<file path="src/hw/rtl/utf8c_pkg.sv">
// Shared types and constants for the UTF-8 codec.
package utf8c_pkg;

    localparam int CP_W       = 31;
    localparam int BYTE_W     = 8;
    localparam int IDX_W      = 3;
    localparam int REM_W      = 3;
    localparam int S_TDATA_W  = 40;
    localparam int M_TDATA_W  = 40;

    localparam logic OP_ENCODE  = 1'b0;
    localparam logic OP_DECODE  = 1'b1;
    localparam logic KIND_BYTE  = 1'b0;
    localparam logic KIND_VALUE = 1'b1;

    // encode length thresholds
    localparam logic [CP_W-1:0] LIM_1 = 31'h0000_007F;
    localparam logic [CP_W-1:0] LIM_2 = 31'h0000_07FF;
    localparam logic [CP_W-1:0] LIM_3 = 31'h0000_FFFF;
    localparam logic [CP_W-1:0] LIM_4 = 31'h001F_FFFF;
    localparam logic [CP_W-1:0] LIM_5 = 31'h03FF_FFFF;

    localparam logic [BYTE_W-1:0] LEAD_2    = 8'hC0;
    localparam logic [BYTE_W-1:0] LEAD_3    = 8'hE0;
    localparam logic [BYTE_W-1:0] LEAD_4    = 8'hF0;
    localparam logic [BYTE_W-1:0] LEAD_5    = 8'hF8;
    localparam logic [BYTE_W-1:0] LEAD_6    = 8'hFC;
    localparam logic [BYTE_W-1:0] CONT_MARK = 8'h80;
    localparam logic [BYTE_W-1:0] LEAD_END  = 8'hFD;
    localparam logic [BYTE_W-1:0] CONT_MASK = 8'h3F;

    localparam logic [IDX_W-1:0] ENC_MAX_BYTES = 3'd6;

    typedef struct packed {
        logic [BYTE_W-1:0] data;
        logic              last;
    } enc_byte_t;

    typedef struct packed {
        logic            has_result;
        logic [CP_W-1:0] value;
    } dec_result_t;

endpackage

</file>
<file path="src/hw/rtl/utf8c_encoder.sv">
// Encoder: picks one UTF-8 byte of a code point by byte position.
module utf8c_encoder
    import utf8c_pkg::*;
(
    input  logic [CP_W-1:0]  code_point,
    input  logic [IDX_W-1:0] idx,
    output enc_byte_t        enc
);

    logic [IDX_W-1:0]  len;
    logic [BYTE_W-1:0] lead;
    logic [IDX_W-1:0]  digit;
    logic [BYTE_W-1:0] chunk;

    always_comb begin
        if (code_point <= LIM_1) begin
            len = 3'd1; lead = '0;
        end else if (code_point <= LIM_2) begin
            len = 3'd2; lead = LEAD_2;
        end else if (code_point <= LIM_3) begin
            len = 3'd3; lead = LEAD_3;
        end else if (code_point <= LIM_4) begin
            len = 3'd4; lead = LEAD_4;
        end else if (code_point <= LIM_5) begin
            len = 3'd5; lead = LEAD_5;
        end else begin
            len = 3'd6; lead = LEAD_6;
        end
    end

    // six-bit digit number, counted from the low end
    assign digit = len - 3'd1 - idx;

    always_comb begin
        case (digit)
            3'd0:    chunk = code_point[7:0];
            3'd1:    chunk = code_point[13:6];
            3'd2:    chunk = code_point[19:12];
            3'd3:    chunk = code_point[25:18];
            3'd4:    chunk = {1'b0, code_point[30:24]};
            3'd5:    chunk = {7'b0, code_point[30]};
            default: chunk = '0;
        endcase
    end

    always_comb begin
        if (idx == '0) begin
            enc.data = lead | chunk;
        end else begin
            enc.data = CONT_MARK | (chunk & CONT_MASK);
        end
        enc.last = (idx == len - 3'd1);
    end

endmodule

</file>
<file path="src/hw/rtl/utf8c_decoder.sv">
// Decoder: sequence state and per-byte decode logic.
module utf8c_decoder
    import utf8c_pkg::*;
(
    input  logic              aclk,
    input  logic              aresetn,
    input  logic              en,
    input  logic [BYTE_W-1:0] byte_in,
    output dec_result_t       result
);

    logic [CP_W-1:0]  acc_reg, acc_next;
    logic [REM_W-1:0] rem_reg, rem_next;

    always_comb begin
        acc_next          = acc_reg;
        rem_next          = rem_reg;
        result.has_result = 1'b0;
        result.value      = '0;
        if (rem_reg == '0) begin
            if (byte_in >= LEAD_2 && byte_in < LEAD_3) begin
                acc_next = {26'b0, byte_in[4:0]};
                rem_next = 3'd1;
            end else if (byte_in >= LEAD_3 && byte_in < LEAD_4) begin
                acc_next = {27'b0, byte_in[3:0]};
                rem_next = 3'd2;
            end else if (byte_in >= LEAD_4 && byte_in < LEAD_5) begin
                acc_next = {28'b0, byte_in[2:0]};
                rem_next = 3'd3;
            end else if (byte_in >= LEAD_5 && byte_in < LEAD_6) begin
                acc_next = {29'b0, byte_in[1:0]};
                rem_next = 3'd4;
            end else if (byte_in >= LEAD_6 && byte_in <= LEAD_END) begin
                acc_next = {30'b0, byte_in[0]};
                rem_next = 3'd5;
            end else begin
                // not a lead byte: passed through as its own value
                result.has_result = 1'b1;
                result.value      = {{(CP_W-BYTE_W){1'b0}}, byte_in};
            end
        end else begin
            // bits above 30 fall off the top
            acc_next = {acc_reg[CP_W-7:0], byte_in[5:0]};
            rem_next = rem_reg - 3'd1;
            if (rem_reg == 3'd1) begin
                result.has_result = 1'b1;
                result.value      = acc_next;
            end
        end
    end

    always_ff @(posedge aclk) begin
        if (!aresetn) begin
            acc_reg <= '0;
            rem_reg <= '0;
        end else if (en) begin
            acc_reg <= acc_next;
            rem_reg <= rem_next;
        end
    end

endmodule

</file>
<file path="src/hw/rtl/utf8_codec_unit.sv">
// Top level of the UTF-8 codec: input register, encode/decode logic, result register.
//
// Input channel s_*: one transfer per item. s_tuser is the operation
// (0 encode s_tdata code point, 1 decode one s_tdata byte).
// Result channel m_*: m_tuser is the kind (0 encoded byte, 1 decoded code
// point), m_tlast marks the final result of an input item.
// An accepted item sits in the input register; its first result is loaded into the
// result register once that register is free, and m_tvalid rises with that load.
// Throughput, while the result register is free: a decode item per cycle, an encode
// item one output byte per cycle (1 to 6), set by the encoder's single byte selector.
// A decode byte that only opens or extends a sequence gives no result.
// When m_tready is low the result register holds; the input register still
// takes an item while it is empty, then s_tready drops until the result is taken.
// Reset (aresetn low, synchronous) empties both registers and clears the
// decode sequence state; encode items never touch that state.
module utf8_codec_unit
    import utf8c_pkg::*;
(
    input  logic                 aclk,
    input  logic                 aresetn,
    input  logic                 s_tvalid,
    output logic                 s_tready,
    input  logic [S_TDATA_W-1:0] s_tdata,  // code_point[30:0], byte_in[38:31], zero pad
    input  logic                 s_tuser,  // op
    output logic                 m_tvalid,
    input  logic                 m_tready,
    output logic [M_TDATA_W-1:0] m_tdata,  // byte_out[7:0], value_out[38:8], zero pad
    output logic                 m_tuser,  // kind
    output logic                 m_tlast
);

    logic              in_valid_reg, in_valid_next;
    logic              in_op_reg;
    logic [CP_W-1:0]   in_cp_reg;
    logic [BYTE_W-1:0] in_byte_reg;
    logic [IDX_W-1:0]  enc_idx_reg, enc_idx_next;

    logic              out_valid_reg, out_valid_next;
    logic              out_kind_reg, out_kind_next;
    logic [BYTE_W-1:0] out_byte_reg, out_byte_next;
    logic [CP_W-1:0]   out_value_reg, out_value_next;
    logic              out_last_reg, out_last_next;

    logic        advance;
    logic        item_done;
    logic        in_xfer;
    logic        out_load;
    enc_byte_t   enc;
    dec_result_t dec;

    utf8c_encoder u_enc (
        .code_point (in_cp_reg),
        .idx        (enc_idx_reg),
        .enc        (enc)
    );

    utf8c_decoder u_dec (
        .aclk    (aclk),
        .aresetn (aresetn),
        .en      (advance && in_op_reg == OP_DECODE),
        .byte_in (in_byte_reg),
        .result  (dec)
    );

    assign advance   = in_valid_reg && (!out_valid_reg || m_tready);
    assign item_done = advance && (in_op_reg == OP_DECODE || enc.last);
    assign s_tready  = !in_valid_reg || item_done;
    assign in_xfer   = s_tvalid && s_tready;
    assign out_load  = advance && (in_op_reg == OP_ENCODE || dec.has_result);

    always_comb begin
        if (in_xfer) begin
            in_valid_next = 1'b1;
        end else if (item_done) begin
            in_valid_next = 1'b0;
        end else begin
            in_valid_next = in_valid_reg;
        end

        if (item_done) begin
            enc_idx_next = '0;
        end else if (advance) begin
            enc_idx_next = enc_idx_reg + 3'd1;
        end else begin
            enc_idx_next = enc_idx_reg;
        end

        if (out_load) begin
            out_valid_next = 1'b1;
        end else if (m_tready) begin
            out_valid_next = 1'b0;
        end else begin
            out_valid_next = out_valid_reg;
        end

        if (in_op_reg == OP_ENCODE) begin
            out_kind_next  = KIND_BYTE;
            out_byte_next  = enc.data;
            out_value_next = '0;
            out_last_next  = enc.last;
        end else begin
            out_kind_next  = KIND_VALUE;
            out_byte_next  = '0;
            out_value_next = dec.value;
            out_last_next  = 1'b1;
        end
    end

    always_ff @(posedge aclk) begin
        if (!aresetn) begin
            in_valid_reg  <= 1'b0;
            enc_idx_reg   <= '0;
            out_valid_reg <= 1'b0;
        end else begin
            in_valid_reg  <= in_valid_next;
            enc_idx_reg   <= enc_idx_next;
            out_valid_reg <= out_valid_next;
        end
    end

    always_ff @(posedge aclk) begin
        if (in_xfer) begin
            in_op_reg   <= s_tuser;
            in_cp_reg   <= s_tdata[CP_W-1:0];
            in_byte_reg <= s_tdata[CP_W+BYTE_W-1:CP_W];
        end
        if (out_load) begin
            out_kind_reg  <= out_kind_next;
            out_byte_reg  <= out_byte_next;
            out_value_reg <= out_value_next;
            out_last_reg  <= out_last_next;
        end
    end

    assign m_tvalid = out_valid_reg;
    assign m_tuser  = out_kind_reg;
    assign m_tlast  = out_last_reg;
    assign m_tdata  = {{(M_TDATA_W-BYTE_W-CP_W){1'b0}}, out_value_reg, out_byte_reg};

    // a byte position past zero only exists while an encode item is held
    assert property (@(posedge aclk) disable iff (!aresetn)
        enc_idx_reg != '0 |-> in_valid_reg && in_op_reg == OP_ENCODE)
        else $error("encode byte index set without a held encode item");

    assert property (@(posedge aclk) disable iff (!aresetn)
        enc_idx_reg < ENC_MAX_BYTES)
        else $error("encode byte index out of range");

    // decoded values are always a single, final result
    assert property (@(posedge aclk) disable iff (!aresetn)
        m_tvalid && m_tuser == KIND_VALUE |-> m_tlast && m_tdata[BYTE_W-1:0] == '0)
        else $error("decoded result without last or with byte field set");

    // a held encode item that moves on must have produced a result
    assert property (@(posedge aclk) disable iff (!aresetn)
        advance && in_op_reg == OP_ENCODE |=> m_tvalid && m_tuser == KIND_BYTE)
        else $error("encode step lost its output byte");

endmodule
</file>
<file path="config.mk">
export PLATFORM = sky130hd
export DESIGN_NAME = utf8_codec_unit
export DESIGN_NICKNAME = d
export VERILOG_FILES = /design/src/hw/rtl/utf8c_pkg.sv /design/src/hw/rtl/utf8c_encoder.sv /design/src/hw/rtl/utf8c_decoder.sv /design/src/hw/rtl/utf8_codec_unit.sv
export SDC_FILE = /design/constraint.sdc
export NUM_CORES = 1
export LEC_CHECK = 0
export BUFFER_PORTS_ARGS = -buffer_cell sky130_fd_sc_hd__buf_4
export CAP_MARGIN = 20
export CORE_ASPECT_RATIO = 0.7
export CORE_UTILIZATION = 25
export CTS_CLUSTER_SIZE = 25
export DETAILED_ROUTE_END_ITERATION = 16
export SLEW_MARGIN = 0
export SYNTH_ARGS = -nofsm -noshare
export SYNTH_HDL_FRONTEND = slang
export SYNTH_HIERARCHICAL = 1
export SYNTH_SLANG_ARGS = --single-unit
</file>
<file path="constraint.sdc">
create_clock -name aclk -period 12.6 [get_ports aclk]
set_clock_uncertainty 0.05 [all_clocks]
set_input_delay 1.89 -clock aclk [delete_from_list [all_inputs] [get_ports aclk]]
set_output_delay 1.89 -clock aclk [all_outputs]
set_load 0.005 [all_outputs]
</file>
==> summary.md <==
| Metric | Value |
|---|---|
| Worst hold path stage count | `2` |
| Hold Path Origin | `u_dec/acc_reg[22]` |
| 1st-iter DRT viols | `330` |
| Antenna Nets Post-Route | `0` |
| Root Buffer | `clkbuf_16` |
| DRC | `0` |
| Core Box Area | `between 0.02 and 0.025 mm²` |
| Multi-input logic area | `0.00191 mm²` |
| Post-synthesis adder-cell area fraction | `2.09%` |
| Share of layout cells above drive strength 1 | `between 20% and 30%` |
| Post-Syn Area | `slightly above 0.005 mm²` |
| Seq/Total Area, Yosys | `60.1%` |
| Vias in the first global route | `about 3500` |
| Setup repair bufs after CTS | `0` |
| First-pass GRT wire length | `roughly 19000 µm` |
| Synth Area in Compound Gates | `10.0%` |
| Number of synthesized register bits | `114` |
| Area Overhead vs Synth | `28.2%` |
| Reg2reg setup slack | `a little over 8 ns` |
| Setup CP Type | `reg -> out` |
| Total of max-cap violations | `0` |
| TritonCTS Buffers | `17` |
| TNS Setup | `0 ns` |
| Worst VDD drop | `0.0000969 V` |
| Leak | `2.41 nW` |
| Hold crit path type | `reg -> reg` |
| Endpoints failing setup | `0` |
| Hold EP | `u_dec/acc_reg[22]` |
| Most used DFF post-synth | `edfxtp_1` |
| Slowest stage delay, CP | `roughly 0.57 ns` |
| CP Launch Type | `register` |
| Number of nets in the layout | `roughly 560` |
| Site row count | `43` |
| Data arrival time of the worst path | `3.72 ns` |
| Measured slew at the worst slew-check pin | `~1 ns` |
| Number of synthesized flops with an enable pin | `a little over 80` |
| Max_slew headroom | `31.5%` |
| CTS tree | `done` |
| Simple-gate share of the synthesized area | `between 15 and 20%` |
| Worst path top cell family by delay | `simple AND/OR/NAND/NOR gates` |
| Synthesized instance count | `420` |
| Final Max Slew Viols | `0` |
| Worst skew pair latency | `between 0.4 and 0.5 ns` |
| Yosys warnings | `6` |
| Hold Buf Count CTS | `0` |
| Sink Count | `about 110` |
| # H-tree levels | `4` |
| # port buffers | `86` |
| Largest net degree at the start of global routing | `46` |
| Die X | `about 170 µm` |
| Fraction of registers with async set/reset | `0%` |
| CP Buf/Inv Count | `2` |
| Peak Freq | `between 150 and 200 MHz` |
| Status | `finished, final reports clean` |
| 1st-pass router iterations | `5` |
| Distinct cells, synth | `64` |
| Reg2reg end | `out_byte_reg[1]` |
| Vias | `3494` |
| Main combinational cell family by area after synthesis | `simple AND/OR/NAND/NOR gates` |
| Worst hold slack | `between 0.3 and 0.4 ns` |
| Syn nets | `approximately 470` |
| Top-level port count | `89` |
| Crit path time final | `5.66 ns` |
| RSZ-0062 raised after global routing | `no` |
| Total gr overflow | `0` |
| Die Footprint | `~0.021 mm²` |
| Starting Density | `about a quarter` |
| Initial antenna violation count | `0` |
| Vias/cell | `~4.4` |
| Filler cells | `just over 2000` |
| Crit. End Element | `output pin` |
| Final hold violation count | `0` |
| Placed wire-length estimate | `8420 µm` |
| WL final | `11900 µm` |
| Antenna diodes | `0` |
| R2R Path Start | `in_cp_reg[12]` |
| Clock transition at path regs | `0.05 ns` |
| Routed WL per cell | `~15 µm` |
| CP Cell Sequence | `or4_1 -> or3_1 -> a211o_1 -> and2_1 -> inv_1 -> ha_1 -> xor2_1 -> xnor2_1 -> and3_1 -> nor2_4 -> o21ai_2 -> buf_4` |
| FF+latch area | `between 0.003 and 0.004 mm²` |
| Routability Congestion | `between 0.9 and 1` |
| Tot GR Track Use | `11.9%` |
| Critical Path RT | `approximately 11 ns` |
| Deepest clock path buffer count | `2` |
| Slowest CP cell | `or4_1` |
| Mux cell area share after synthesis | `around 4%` |
| Die Span Y | `122 µm` |
| Period utilization | `44.9%` |
| Mean Syn Cell Area | `12.3 µm²` |
| Resize count post-CTS | `0` |
| Worst-path maximum fanout | `4` |
| Xor/xnor cell area share of the yosys netlist | `approximately 1.4%` |
| Worst reg2reg path depth | `10` |
| Pwr/cell area | `between 100 and 150 mW/mm²` |
## area by class of cell
class / count / share of cell area [%]
Sequential cell: 114 / 46.9
Inverter: 11 / 0.626
Clock inverter: 13 / 1.71
Timing Repair Buffer: 89 / 10.1
Tap cell: 270 / 5.12
Multi-Input combinational cell: 273 / 29.0
Clock buffer: 19 / 6.56
## cells in the mapped netlist, types with 5 or more instances
master / n / area, µm²
edfxtp_1: 81 / 2430
and2_1: 58 / 363
nand2_1: 34 / 128
dfxtp_1: 33 / 661
nand3_1: 25 / 125
a21oi_1: 24 / 120
nor2b_1: 15 / 93.8
clkbuf_1: 13 / 48.8
a21oi_2: 10 / 87.6
nor2_1: 10 / 37.5
inv_1: 9 / 33.8
ha_1: 7 / 87.6
mux4_2: 6 / 135
o21ai_0: 6 / 30.0
and3_1: 5 / 31.3
## per-stage QoR
stage / setup slack [ns] / util [%] / instances / power, W / area [µm²]
after floorplan: 7.69 / - / 420 / 0.000478 / 5150
after global placement: 7.41 / 30.3 / 757 / 0.000513 / 6050
after detailed placement: 7.36 / 30.3 / 757 / 0.000515 / 6050
after CTS: 6.91 / 33.0 / 789 / 0.000958 / 6600
after global routing: 6.72 / 33.0 / 789 / 0.000983 / 6600
final: 6.94 / 33.0 / 789 / 0.000947 / 6600
## routing by layer
metal	global-route usage [%]	part of all wire (%)	vias to the layer above
li1	-	-	1696
met1	16.1	48	1652
met2	17.3	42	129
met3	4.74	8.7	17
met4	4.20	1.4	0
met5	0	0	-
## worst max-delay path by stage
stage / start / cells past startpoint / end / slack (ns)
CTS: in_cp_reg[12] / 12 / s_tready / 6.91
global placement: in_cp_reg[12] / 9 / s_tready / 7.41
detailed placement: in_cp_reg[12] / 12 / s_tready / 7.36
floorplan: in_cp_reg[12] / 10 / s_tready / 7.69
finish: in_cp_reg[12] / 12 / s_tready / 6.94
global route: in_cp_reg[12] / 12 / s_tready / 6.72
## cell families after synthesis
logic type,Yosys count
other,1
AO/OA/AOI/OAI,72
multiplexers,13
AND/OR/NAND/NOR,174
adder cells (fa/ha/maj),8
flip-flops,114
buffers and inverters,33
XOR/XNOR,5
## worst reg2reg max path: cells and delay by family, from the launching register on
kind / cells / cell delay, ns
and+or+nand+nor: 4 / 1.21
AOI/OAI and AO/OA: 1 / 0.31
buffers and inverters: 1 / 0.06
muxes: 2 / 0.88
adders and majority gates: 2 / 1.20
DFF: 1 / 0.45
## power by group
group / internal (W) / leakage [nW] / switching, W
clock network: 0.000270 / 0.253 / 0.000170
logic: 0.0000346 / 1.11 / 0.0000406
registers: 0.000422 / 1.05 / 0.0000101
## cells in the final DEF, fill, tap and decap left out, types with 15 or more instances in the layout
cell / netlist / layout
clkbuf_16: 0 / 17
buf_4: 2 / 89
dfxtp_1: 33 / 33
nand3_1: 25 / 25
nor2b_1: 15 / 15
nand2_1: 34 / 34
and2_1: 58 / 57
edfxtp_1: 81 / 81
a21oi_1: 24 / 23
Power figures use the tool's default switching activity.
